## config.mk

```make
export PLATFORM = sky130hd
export DESIGN_NAME = four_state_transition_gate_eval_flat
export DESIGN_NICKNAME = d
export VERILOG_FILES = /design/src/rtl/core/fstge_pkg.sv /design/src/rtl/core/fstge_if.sv /design/src/rtl/core/fstge_phase.sv /design/src/rtl/core/four_state_transition_gate_eval.sv /design/src/flat_wrapper.sv
export SDC_FILE = /design/constraint.sdc
export NUM_CORES = 1
export LEC_CHECK = 0
export BUFFER_PORTS_ARGS = -buffer_cell sky130_fd_sc_hd__buf_2
export CELL_PAD_IN_SITES_DETAIL_PLACEMENT = 1
export CELL_PAD_IN_SITES_GLOBAL_PLACEMENT = 2
export CORE_MARGIN = 5
export CORE_UTILIZATION = 35
export DETAILED_ROUTE_END_ITERATION = 8
export HOLD_SLACK_MARGIN = 0.15
export PLACE_DENSITY = 0.87
export SYNTH_ARGS = -nofsm -noshare
export SYNTH_HDL_FRONTEND = slang
export SYNTH_SLANG_ARGS = --single-unit
```

## constraint.sdc

```tcl
create_clock -name clk -period 4.7 [get_ports clk]
set_input_delay 0.705 -clock clk [delete_from_list [all_inputs] [get_ports clk]]
set_output_delay 0.705 -clock clk [all_outputs]
set_load 0.05 [all_outputs]
```

## src/rtl/core/fstge_pkg.sv

```systemverilog
// ----------------------------------------------------------------------------
// fstge_pkg
// Shared types, codes and level functions for the ten-valued gate evaluator.
// ----------------------------------------------------------------------------
package fstge_pkg;

  // Ten-value signal codes: steady levels, then old-to-new transitions
  localparam logic [3:0] CODE_O  = 4'd0;
  localparam logic [3:0] CODE_I  = 4'd1;
  localparam logic [3:0] CODE_X  = 4'd2;
  localparam logic [3:0] CODE_Z  = 4'd3;
  localparam logic [3:0] CODE_OI = 4'd4;
  localparam logic [3:0] CODE_IO = 4'd5;
  localparam logic [3:0] CODE_OX = 4'd6;
  localparam logic [3:0] CODE_XO = 4'd7;
  localparam logic [3:0] CODE_IX = 4'd8;
  localparam logic [3:0] CODE_XI = 4'd9;

  typedef enum logic [2:0] {
    CMD_AND  = 3'd0,
    CMD_OR   = 3'd1,
    CMD_NAND = 3'd2,
    CMD_NOR  = 3'd3,
    CMD_XOR  = 3'd4,
    CMD_XNOR = 3'd5,
    CMD_NOT  = 3'd6,
    CMD_BUF  = 3'd7
  } cmd_t;

  // Per-phase logic level
  typedef enum logic [1:0] {
    LV_O = 2'd0,
    LV_I = 2'd1,
    LV_X = 2'd2
  } lv_t;

  typedef lv_t [3:0] lv_quad_t;

  typedef struct packed {
    logic [2:0] command;
    logic [3:0] in_a;
    logic [3:0] in_b;
    logic [3:0] in_c;
    logic [3:0] in_d;
  } in_beat_t;

  typedef struct packed {
    logic [3:0] value_out;
  } out_beat_t;

  // Level before the transition; Z and undefined codes read as X
  function automatic lv_t old_level(input logic [3:0] code);
    lv_t r;
    unique case (code)
      CODE_O, CODE_OI, CODE_OX: r = LV_O;
      CODE_I, CODE_IO, CODE_IX: r = LV_I;
      default:                  r = LV_X;
    endcase
    return r;
  endfunction

  // Level after the transition
  function automatic lv_t new_level(input logic [3:0] code);
    lv_t r;
    unique case (code)
      CODE_O, CODE_IO, CODE_XO: r = LV_O;
      CODE_I, CODE_OI, CODE_XI: r = LV_I;
      default:                  r = LV_X;
    endcase
    return r;
  endfunction

  // Rebuild a ten-value code from the two phase levels
  function automatic logic [3:0] join_code(input lv_t po, input lv_t pn);
    logic [3:0] r;
    unique case ({po, pn})
      {LV_O, LV_O}: r = CODE_O;
      {LV_O, LV_I}: r = CODE_OI;
      {LV_O, LV_X}: r = CODE_OX;
      {LV_I, LV_O}: r = CODE_IO;
      {LV_I, LV_I}: r = CODE_I;
      {LV_I, LV_X}: r = CODE_IX;
      {LV_X, LV_O}: r = CODE_XO;
      {LV_X, LV_I}: r = CODE_XI;
      default:      r = CODE_X;
    endcase
    return r;
  endfunction

  function automatic lv_t lv_and(input lv_t a, input lv_t b);
    lv_t r;
    if (a == LV_O || b == LV_O) begin
      r = LV_O;
    end else if (a == LV_I && b == LV_I) begin
      r = LV_I;
    end else begin
      r = LV_X;
    end
    return r;
  endfunction

  function automatic lv_t lv_or(input lv_t a, input lv_t b);
    lv_t r;
    if (a == LV_I || b == LV_I) begin
      r = LV_I;
    end else if (a == LV_O && b == LV_O) begin
      r = LV_O;
    end else begin
      r = LV_X;
    end
    return r;
  endfunction

  function automatic lv_t lv_xor(input lv_t a, input lv_t b);
    lv_t r;
    if ((a == LV_O || a == LV_I) && (b == LV_O || b == LV_I)) begin
      r = (a == b) ? LV_O : LV_I;
    end else begin
      r = LV_X;
    end
    return r;
  endfunction

  function automatic lv_t lv_not(input lv_t a);
    lv_t r;
    unique case (a)
      LV_O:    r = LV_I;
      LV_I:    r = LV_O;
      default: r = LV_X;
    endcase
    return r;
  endfunction

endpackage

```

## src/rtl/core/fstge_if.sv

```systemverilog
// ----------------------------------------------------------------------------
// fstge_if
// Valid/ready channels carrying gate beats into and results out of the block.
// ----------------------------------------------------------------------------
interface fstge_in_if;
  import fstge_pkg::*;

  logic     valid;
  logic     ready;
  in_beat_t data;

  modport source (output valid, output data, input ready);
  modport sink   (input valid, input data, output ready);
endinterface

interface fstge_out_if;
  import fstge_pkg::*;

  logic      valid;
  logic      ready;
  out_beat_t data;

  modport source (output valid, output data, input ready);
  modport sink   (input valid, input data, output ready);
endinterface

```

## src/rtl/core/fstge_phase.sv

```systemverilog
// ----------------------------------------------------------------------------
// fstge_phase
// Evaluates the selected gate over four single-phase levels; NOT reads only the first.
// ----------------------------------------------------------------------------
module fstge_phase (
  input  fstge_pkg::cmd_t     command,
  input  fstge_pkg::lv_quad_t lv,
  output fstge_pkg::lv_t      result
);
  import fstge_pkg::*;

  lv_t and_r;
  lv_t or_r;
  lv_t xor_r;

  assign and_r = lv_and(lv_and(lv_and(lv[0], lv[1]), lv[2]), lv[3]);
  assign or_r  = lv_or(lv_or(lv_or(lv[0], lv[1]), lv[2]), lv[3]);
  assign xor_r = lv_xor(lv_xor(lv_xor(lv[0], lv[1]), lv[2]), lv[3]);

  always_comb begin
    unique case (command)
      CMD_AND:  result = and_r;
      CMD_NAND: result = lv_not(and_r);
      CMD_OR:   result = or_r;
      CMD_NOR:  result = lv_not(or_r);
      CMD_XOR:  result = xor_r;
      CMD_XNOR: result = lv_not(xor_r);
      // buffer is resolved on the full code at the top level
      default:  result = lv_not(lv[0]);
    endcase
  end

endmodule

```

## src/rtl/core/four_state_transition_gate_eval.sv

```systemverilog
// ----------------------------------------------------------------------------
// four_state_transition_gate_eval
// Ten-valued gate evaluator: AND/OR/XOR and inversions over four inputs,
// NOT and BUF over the first, with transitions split into old/new phases.
// ----------------------------------------------------------------------------
// Usage:
//   gate_in  carries one gate per beat: command plus four ten-value codes.
//   gate_out carries one ten-value result per beat, in input order.
//   Each beat is captured in an input register, evaluated by one pass of
//   short logic (two phase evaluators and a join), and held in a result
//   register. Throughput is one beat per cycle: both registers advance
//   together whenever the result register is empty or being drained.
//   If the receiver stalls, the result register and the input register
//   each hold one beat, then gate_in.ready drops until gate_out drains.
//   A synchronous reset empties both registers; no beat is lost after it.
// ----------------------------------------------------------------------------
module four_state_transition_gate_eval (
  input  logic               clk,
  input  logic               rst,
  fstge_in_if.sink           gate_in,
  fstge_out_if.source        gate_out
);
  import fstge_pkg::*;

  logic      s1_valid;
  in_beat_t  s1_beat;
  logic      out_valid;
  out_beat_t out_beat;
  logic      out_adv;
  logic      s1_adv;

  lv_quad_t   lv_old;
  lv_quad_t   lv_new;
  lv_t        po;
  lv_t        pn;
  cmd_t       cmd;
  logic [3:0] value_next;

  // Advance when the next register is free or emptying this cycle
  assign out_adv       = !out_valid || gate_out.ready;
  assign s1_adv        = !s1_valid || out_adv;
  assign gate_in.ready = s1_adv;

  always_ff @(posedge clk) begin
    if (rst) begin
      s1_valid <= 1'b0;
    end else if (s1_adv) begin
      s1_valid <= gate_in.valid;
    end
  end

  always_ff @(posedge clk) begin
    if (s1_adv && gate_in.valid) begin
      s1_beat <= gate_in.data;
    end
  end

  assign cmd = cmd_t'(s1_beat.command);

  always_comb begin
    lv_old[0] = old_level(s1_beat.in_a);
    lv_old[1] = old_level(s1_beat.in_b);
    lv_old[2] = old_level(s1_beat.in_c);
    lv_old[3] = old_level(s1_beat.in_d);
    lv_new[0] = new_level(s1_beat.in_a);
    lv_new[1] = new_level(s1_beat.in_b);
    lv_new[2] = new_level(s1_beat.in_c);
    lv_new[3] = new_level(s1_beat.in_d);
  end

  fstge_phase u_phase_old (
    .command (cmd),
    .lv      (lv_old),
    .result  (po)
  );

  fstge_phase u_phase_new (
    .command (cmd),
    .lv      (lv_new),
    .result  (pn)
  );

  // Buffer passes valid codes through, turning Z and undefined codes into X
  always_comb begin
    if (cmd == CMD_BUF) begin
      if (s1_beat.in_a == CODE_Z || s1_beat.in_a > CODE_XI) begin
        value_next = CODE_X;
      end else begin
        value_next = s1_beat.in_a;
      end
    end else begin
      value_next = join_code(po, pn);
    end
  end

  always_ff @(posedge clk) begin
    if (rst) begin
      out_valid <= 1'b0;
    end else if (out_adv) begin
      out_valid <= s1_valid;
    end
  end

  always_ff @(posedge clk) begin
    if (out_adv && s1_valid) begin
      out_beat.value_out <= value_next;
    end
  end

  assign gate_out.valid = out_valid;
  assign gate_out.data  = out_beat;

endmodule

```

## src/flat_wrapper.sv

```systemverilog
// flat-port wrapper written by rule: the top's interface ports become plain ports
module four_state_transition_gate_eval_flat import fstge_pkg::*;
  (clk, rst, gate_in_valid, gate_in_data, gate_in_ready, gate_out_valid, gate_out_data, gate_out_ready);
  fstge_in_if gate_in_i ();
  fstge_out_if gate_out_i ();
  input  logic clk;
  input  logic rst;
  input wire logic [$bits(gate_in_i.valid)-1:0] gate_in_valid;
  input wire logic [$bits(gate_in_i.data)-1:0] gate_in_data;
  output wire logic [$bits(gate_in_i.ready)-1:0] gate_in_ready;
  output wire logic [$bits(gate_out_i.valid)-1:0] gate_out_valid;
  output wire logic [$bits(gate_out_i.data)-1:0] gate_out_data;
  input wire logic [$bits(gate_out_i.ready)-1:0] gate_out_ready;
  assign gate_in_i.valid = gate_in_valid;
  assign gate_in_i.data = gate_in_data;
  assign gate_in_ready = gate_in_i.ready;
  assign gate_out_valid = gate_out_i.valid;
  assign gate_out_data = gate_out_i.data;
  assign gate_out_i.ready = gate_out_ready;
  four_state_transition_gate_eval u_core (.clk(clk), .rst(rst), .gate_in(gate_in_i), .gate_out(gate_out_i));
endmodule
```

==> results.tsv, run 1 <==
metric	value	unit
p_seq_frac	0.525	
rows	25	
maxSlewViolCount	0	
diodes	0	
cts-root-buf	clkbuf_8	
n_fill_cell	577	
vias_per_cell	5.40	
die_height	81.1	µm
setup_violations	0	
arrival	3.92	ns
first_pass_iters	4	
switching_share	0.296	
slew_headroom	0.441	
nNetsFinal	241	
syn_area	0.00177	mm²
synth_cells	179	
path_common_cell	ha_1	
final-hold-violation-count	0	
synthesis.nets	209	
cts_setup_buffers	0	
path_buf_inv	0	
seq_area_frac_synth	0.413	
tns	0	ns
grt_usage	0.141	
p_sw	0.157	mW
clock_sinks	25	
h-tree-depth	1	
ys_types	60	
layout-drive-gt1-share	0.195	
drt-total-wl	4.26	mm
p_leak	0.777	nW
ys_ff_latch	25	
ios	29	
final.period_utilization	0.829	
critPathMaxStageDelay	0.51	ns
clockPowerShare	0.244	
clock_latency	0.27	ns
drtAntennaViolNets	0	
grt_pass1_wl	7.22	mm
rrSetupSlack	0.80	ns
cts_tree	built	
crit_chain	and2_0 > o21ai_0 > nand2_1 > ha_1 > ha_1 > and4b_1 > nor3_2 > mux2_1 > xnor2_1 > a221o_1 > ha_1 > o32ai_1 > a211oi_1	
fin_worst_skew	0.00761	ns
cap_violations	0	
grt_pass1_vias	1532	
path_class	reg -> reg	
tightest_slew	0.839	ns
p_int	0.372	mW
ys_warn_count	0	
avgSynthCellArea	9.88	µm²
dieArea	0.00658	mm²
vias	1497	
rsz0062_at_grt	false	
critPathLaunchType	flip-flop	
cts_resized	0	
cp_top_family	compound AO/OA/AOI/OAI gates	
power_density	261	mW/mm²
cts-buffers-inserted	3	
yosys_most_used_dff	edfxtp_1	
core	0.00482	mm²
hpwl	3.38	mm
status	finished, final reports clean	
synthToLayoutAreaGrowth	14.6	%
place.gp.congestion	0.890	
async_flop_share	0	
io_buffers	28	
wl_per_cell	15.4	µm
drc	0	
fmax	257	MHz
clk_path_buf_depth	2	
worstPathMaxFanout	7	
slowest_stage	edfxtp_1	
p_comb_frac	0.231	
antenna_found_initial	0	
start_util	0.367	
die_w	81.1	µm
hp-class	reg -> reg	
end_kind	flip-flop	
p_total	0.528	mW
ir_worst_vdd	155	µV
drt-initial-drc-count	71	
overflow	0	
clkSlewWorstSetupHoldPaths	0.08	ns
critical_path_required	4.72	ns
finalCriticalPeriod	3.90	ns
grt_start_max_net_pins	20	
synth_edf_count	23	
hold_buffers	0	
==> synth_stat cells (2+ instances only) <==
cell type  instances  area, µm²
o22ai_1            3       18.8
nor2_1            17       63.8
nand2_1           14       52.6
nand4_1            2       12.5
nor2b_1            5       31.3
o2bb2ai_1          2       17.5
ha_1               7       87.6
o22a_1             2       17.5
o21ai_0            3       15.0
or2_2              2       12.5
and3_1             2       12.5
nand3_1            5       25.0
nor4_1             2       12.5
inv_1             10       37.5
nor3b_1            4       30.0
or3_1              2       12.5
xnor2_1            4       35.0
a31oi_1            4       25.0
mux2_2             2       22.5
nor3_1             4       20.0
dfxtp_1            2       40.0
a21oi_1            8       40.0
and2_1             4       25.0
edfxtp_1          23        691
nand2b_1           6       37.5
a211oi_1           3       22.5
mux2i_1            3       30.0
or4b_1             2       20.0
==> routing by layer <==
| layer | up-vias | part of all wire | global-route usage |
|---|---|---|---|
| li1 | 748 | - | - |
| met1 | 716 | 0.48 | 0.185 |
| met2 | 26 | 0.47 | 0.233 |
| met3 | 7 | 0.023 | 0.0188 |
| met4 | 0 | 0.021 | 0.0574 |
| met5 | - | 0 | 0 |
==> cell type report <==
class	count	area, µm²	area share
Sequential cell	25	731	0.360
Multi-Input combinational cell	142	986	0.486
Clock buffer	4	45.0	0.0222
Inverter	11	41.3	0.0204
Timing Repair Buffer	28	140	0.0691
Tap cell	67	83.8	0.0414
==> state kept, by name, indices dropped and copies added (netlist names) <==
name / count
u_core.cmd: 3
u_core.gate_out.data: 4
u_core.gate_out.valid: 1
u_core.s1_beat: 16
u_core.s1_valid: 1
==> cell families (layout without fill, tap and decap cells) <==
family | count (synthesis) | count (layout) | share of synthesized area
mux | 6 | 6 | 0.0361
compound gates | 44 | 44 | 0.193
flops | 25 | 25 | 0.413
xor+xnor | 4 | 4 | 0.0198
fa+ha+maj | 7 | 7 | 0.0495
simple gates | 81 | 81 | 0.259
buf+inv | 12 | 43 | 0.0297
==> path summary, 6_finish.rpt <==
kind | startpoint | end | cells past startpoint
worst max-delay path | u_core.s1_beat[10] | u_core.gate_out.data[1] | 13
worst min-delay path | u_core.s1_valid | u_core.gate_out.valid | 2
worst min register to register | u_core.s1_valid | u_core.gate_out.valid | 2
worst max register to register | u_core.s1_beat[10] | u_core.gate_out.data[1] | 13
==> worst register-to-register path: stages, from the launching register on <==
cell	delay (ns)
edfxtp_1	0.51
and2_0	0.21
o21ai_0	0.41
nand2_1	0.11
ha_1	0.27
ha_1	0.35
and4b_1	0.21
nor3_2	0.18
mux2_1	0.36
xnor2_1	0.15
a221o_1	0.35
ha_1	0.20
o32ai_1	0.28
a211oi_1	0.07
==> through the flow <==
stage	cell area, µm²	setup WS, ns	hold WS [ns]	util	std cells
2_1_floorplan	1770	1.11	0.478	-	179
3_3_place_gp	1980	0.889	0.512	0.411	273
3_5_place_dp	1980	0.823	0.516	0.411	273
4_1_cts	2030	0.810	0.529	0.421	277
5_1_grt	2030	0.539	0.579	0.421	277
6_report	2030	0.802	0.524	0.421	277
==> power groups by stage <==
stage | clock network, mW | registers [mW] | logic [mW]
global placement | 0 | 0.282 | 0.120
global route | 0.143 | 0.280 | 0.136
finish | 0.129 | 0.277 | 0.122
detailed placement | 0 | 0.282 | 0.122
floorplan | 0 | 0.288 | 0.0812
CTS | 0.133 | 0.277 | 0.122
==> cell usage in the layout, fill, tap and decap left out, types with 2 or more instances in the layout <==
master,instances
a211oi_1,3
a21oi_1,8
a31oi_1,4
and2_1,4
and3_1,2
buf_2,28
clkbuf_8,3
dfxtp_1,2
edfxtp_1,23
ha_1,7
inv_1,10
mux2_2,2
mux2i_1,3
nand2_1,14
nand2b_1,6
nand3_1,5
nand4_1,2
nor2_1,17
nor2b_1,5
nor3_1,4
nor3b_1,4
nor4_1,2
o21ai_0,3
o22a_1,2
o22ai_1,3
o2bb2ai_1,2
or2_2,2
or3_1,2
or4b_1,2
xnor2_1,4
Note: power is estimated with default switching activity, not from simulation.
==> run 2, diff against run 1 <==
CORE_UTILIZATION = 32   (was 35)
PLACE_DENSITY = 0.84   (was 0.87)
clock period = 3.4 ns   (was 4.7 ns; I/O delays follow)
==> run 2 against run 1 <==
Net effect:
- sequential share of layout area decreased by 3.8 points
- total power increased by 43%
- worst setup slack got worse by 0.77 ns
- die area increased by 8.2%
- critical endpoint is now u_core.gate_out.data[2]
==> results.tsv, run 2 (same netlist as run 1, synthesis figures left out) <==
metric	value	unit	change
wl_per_cell	14.5	µm	-6.0%
cap_violations	0		unchanged
clkSlewWorstSetupHoldPaths	0.08	ns	about the same
dp_cells	294		+7.7%
multiInputGateArea	0.00106	mm²	+7.6%
regArea	731	µm²	unchanged
nNetsFinal	262		+8.7%
path_buf_inv	0		unchanged
ios	29		unchanged
vias_per_cell	5.13		-5.0%
io_buffers	28		unchanged
final_cell_mix	buf_2, edfxtp_1, buf_4, nor2_1, nand2_1		
grtUsageMet2	0.222		-0.0108
rrSetupSlack	0.03	ns	-0.77 ns
grt_pass1_vias	1644		+7.3%
h-tree-depth	1		unchanged
grt_usage	0.125		-0.0159
rsz0062_at_grt	true		
grt_start_max_net_pins	20		unchanged
arrival	3.39	ns	-0.53 ns
timing.critical_path.from	u_core.s1_beat[14]		
top_usage_layer	met2		
core	0.00544	mm²	+13%
worstPathMaxFanout	4		-3
stdcell_area	0.00227	mm²	+12%
cts-root-buf	clkbuf_8		
vias	1555		+3.9%
n_fill_cell	628		+8.8%
dieArea	0.00712	mm²	+8.2%
final_cells	303		+9.4%
hpwl	3.51	mm	+4.0%
first_pass_iters	4		unchanged
place_area	0.00214	mm²	+8.0%
utilization	0.417		-0.00417
final-hold-violation-count	0		unchanged
slew_headroom	0.455		+0.0145
crit_chain	and2b_2 > o2bb2ai_2 > or2_4 > ha_4 > ha_4 > and4b_1 > nor3_2 > mux2_4 > xnor2_2 > a221o_1 > ha_2 > mux2i_1 > o21ai_1		
place.gp.congestion	0.774		-13%
drc	0		unchanged
fmax	297	MHz	+16%
largest_reg_flops	16		unchanged
finalCriticalPeriod	3.37	ns	-0.526 ns
slowest_stage	edfxtp_1		
tightest_slew	0.817	ns	-0.0218 ns
min_from	rst		
critPathMaxStageDelay	0.41	ns	-0.10 ns
met1_usage	0.162		-0.0231
clock_latency	0.26	ns	about the same
fin_worst_skew	0.00625	ns	-0.00136 ns
ir_worst_vdd	205	µV	+32%
cts-buffers-inserted	3		unchanged
top_register	u_core.s1_beat		
die_height	84.4	µm	+4.0%
clk_path_buf_depth	2		unchanged
met3_usage	0.0137		-0.00511
synthToLayoutAreaGrowth	28.1	%	
drt-total-wl	4.38	mm	+2.8%
overflow	0		unchanged
setup_violations	0		unchanged
r2r_start	u_core.s1_beat[14]		
maxSlewViolCount	0		unchanged
power_density	334	mW/mm²	+28%
cp_top_family	simple AND/OR/NAND/NOR gates		
status	finished, final reports clean		
clock_sinks	25		unchanged
drtAntennaViolNets	0		unchanged
final.period_utilization	0.992		+0.162
hold_buffers	0		unchanged
hp-class	in -> reg		
layout_commonest_cell	buf_2		
diodes	0		unchanged
start_util	0.325		-0.0420
critPathLaunchType	flip-flop		
antenna_found_initial	0		unchanged
die_w	84.4	µm	+4.0%
rows	27		+8.0%
cts_tree	built		
end_kind	flip-flop		
p_leak	0.893	nW	+15%
path_class	reg -> reg		
drt-initial-drc-count	74		+4.2%
critical_path_required	3.42	ns	-1.30 ns
layout-drive-gt1-share	0.325		+0.129
path_common_cell	ha_4		
grt_pass1_wl	7.47	mm	+3.5%
## run 2: cell types whose count changed in the layout (fill, tap and decap cells not counted), moves of 2 or more
cell	before	now
ha_1	7	3
ha_2	0	2
ha_4	0	2
buf_4	0	21
## run 2: what timing repair did
item,4_1_cts,5_1_grt
endpoints found under the setup margin,3,3
pin swaps,2,1
buffers inserted,5,0
gates resized for setup,3,7
## run 2: layout make-up
cell class                      instances  share of cell area
Inverter                               11              0.0182
Multi-Input combinational cell        142               0.468
Sequential cell                        25               0.322
Timing Repair Buffer                   49               0.131
Tap cell                               72              0.0398
Clock buffer                            4              0.0199
## run 2: metal layers
metal | wire [µm] | vias up
met5 | 0 | -
met4 | 27 | 0
met3 | 58 | 2
met2 | 2190 | 16
met1 | 2110 | 743
li1 | - | 794
## run 2: worst paths after layout
| path | end | depth (start not counted) |
|---|---|---|
| setup / recovery | u_core.gate_out.data[2] | 13 |
| setup reg to reg | u_core.gate_out.data[2] | 13 |
| hold / removal | u_core.s1_valid | 2 |
| hold reg to reg | u_core.gate_out.valid | 2 |
## run 2: report_power, final
| part | switching [mW] | leakage (nW) | internal [mW] | total (mW) |
|---|---|---|---|---|
| clock | 0.0865 | 0.0228 | 0.0835 | 0.170 |
| combinational | 0.115 | 0.630 | 0.0968 | 0.212 |
| sequential | 0.0168 | 0.240 | 0.359 | 0.376 |
## run 2: stage by stage
stage	hold WS, ns	total power [mW]	setup slack (ns)	TNS [ns]
floorplan	0.478	0.518	0.0360	0
global placement	0.499	0.578	0.0185	0
detailed placement	0.524	0.582	-0.0182	-0.0284
CTS	0.404	0.766	-0.00438	-0.00438
global route	0.393	0.814	-0.131	-0.284
finish	0.408	0.757	0.0287	0
## run 2: worst reg2reg max path, cell delays in order, from the launching register on
cell and delay, ns:
edfxtp_1 0.41, and2b_2 0.24, o2bb2ai_2 0.12, or2_4 0.26, ha_4 0.17, ha_4 0.28
and4b_1 0.20, nor3_2 0.20, mux2_4 0.33, xnor2_2 0.14, a221o_1 0.33, ha_2 0.26
mux2i_1 0.13, o21ai_1 0.07
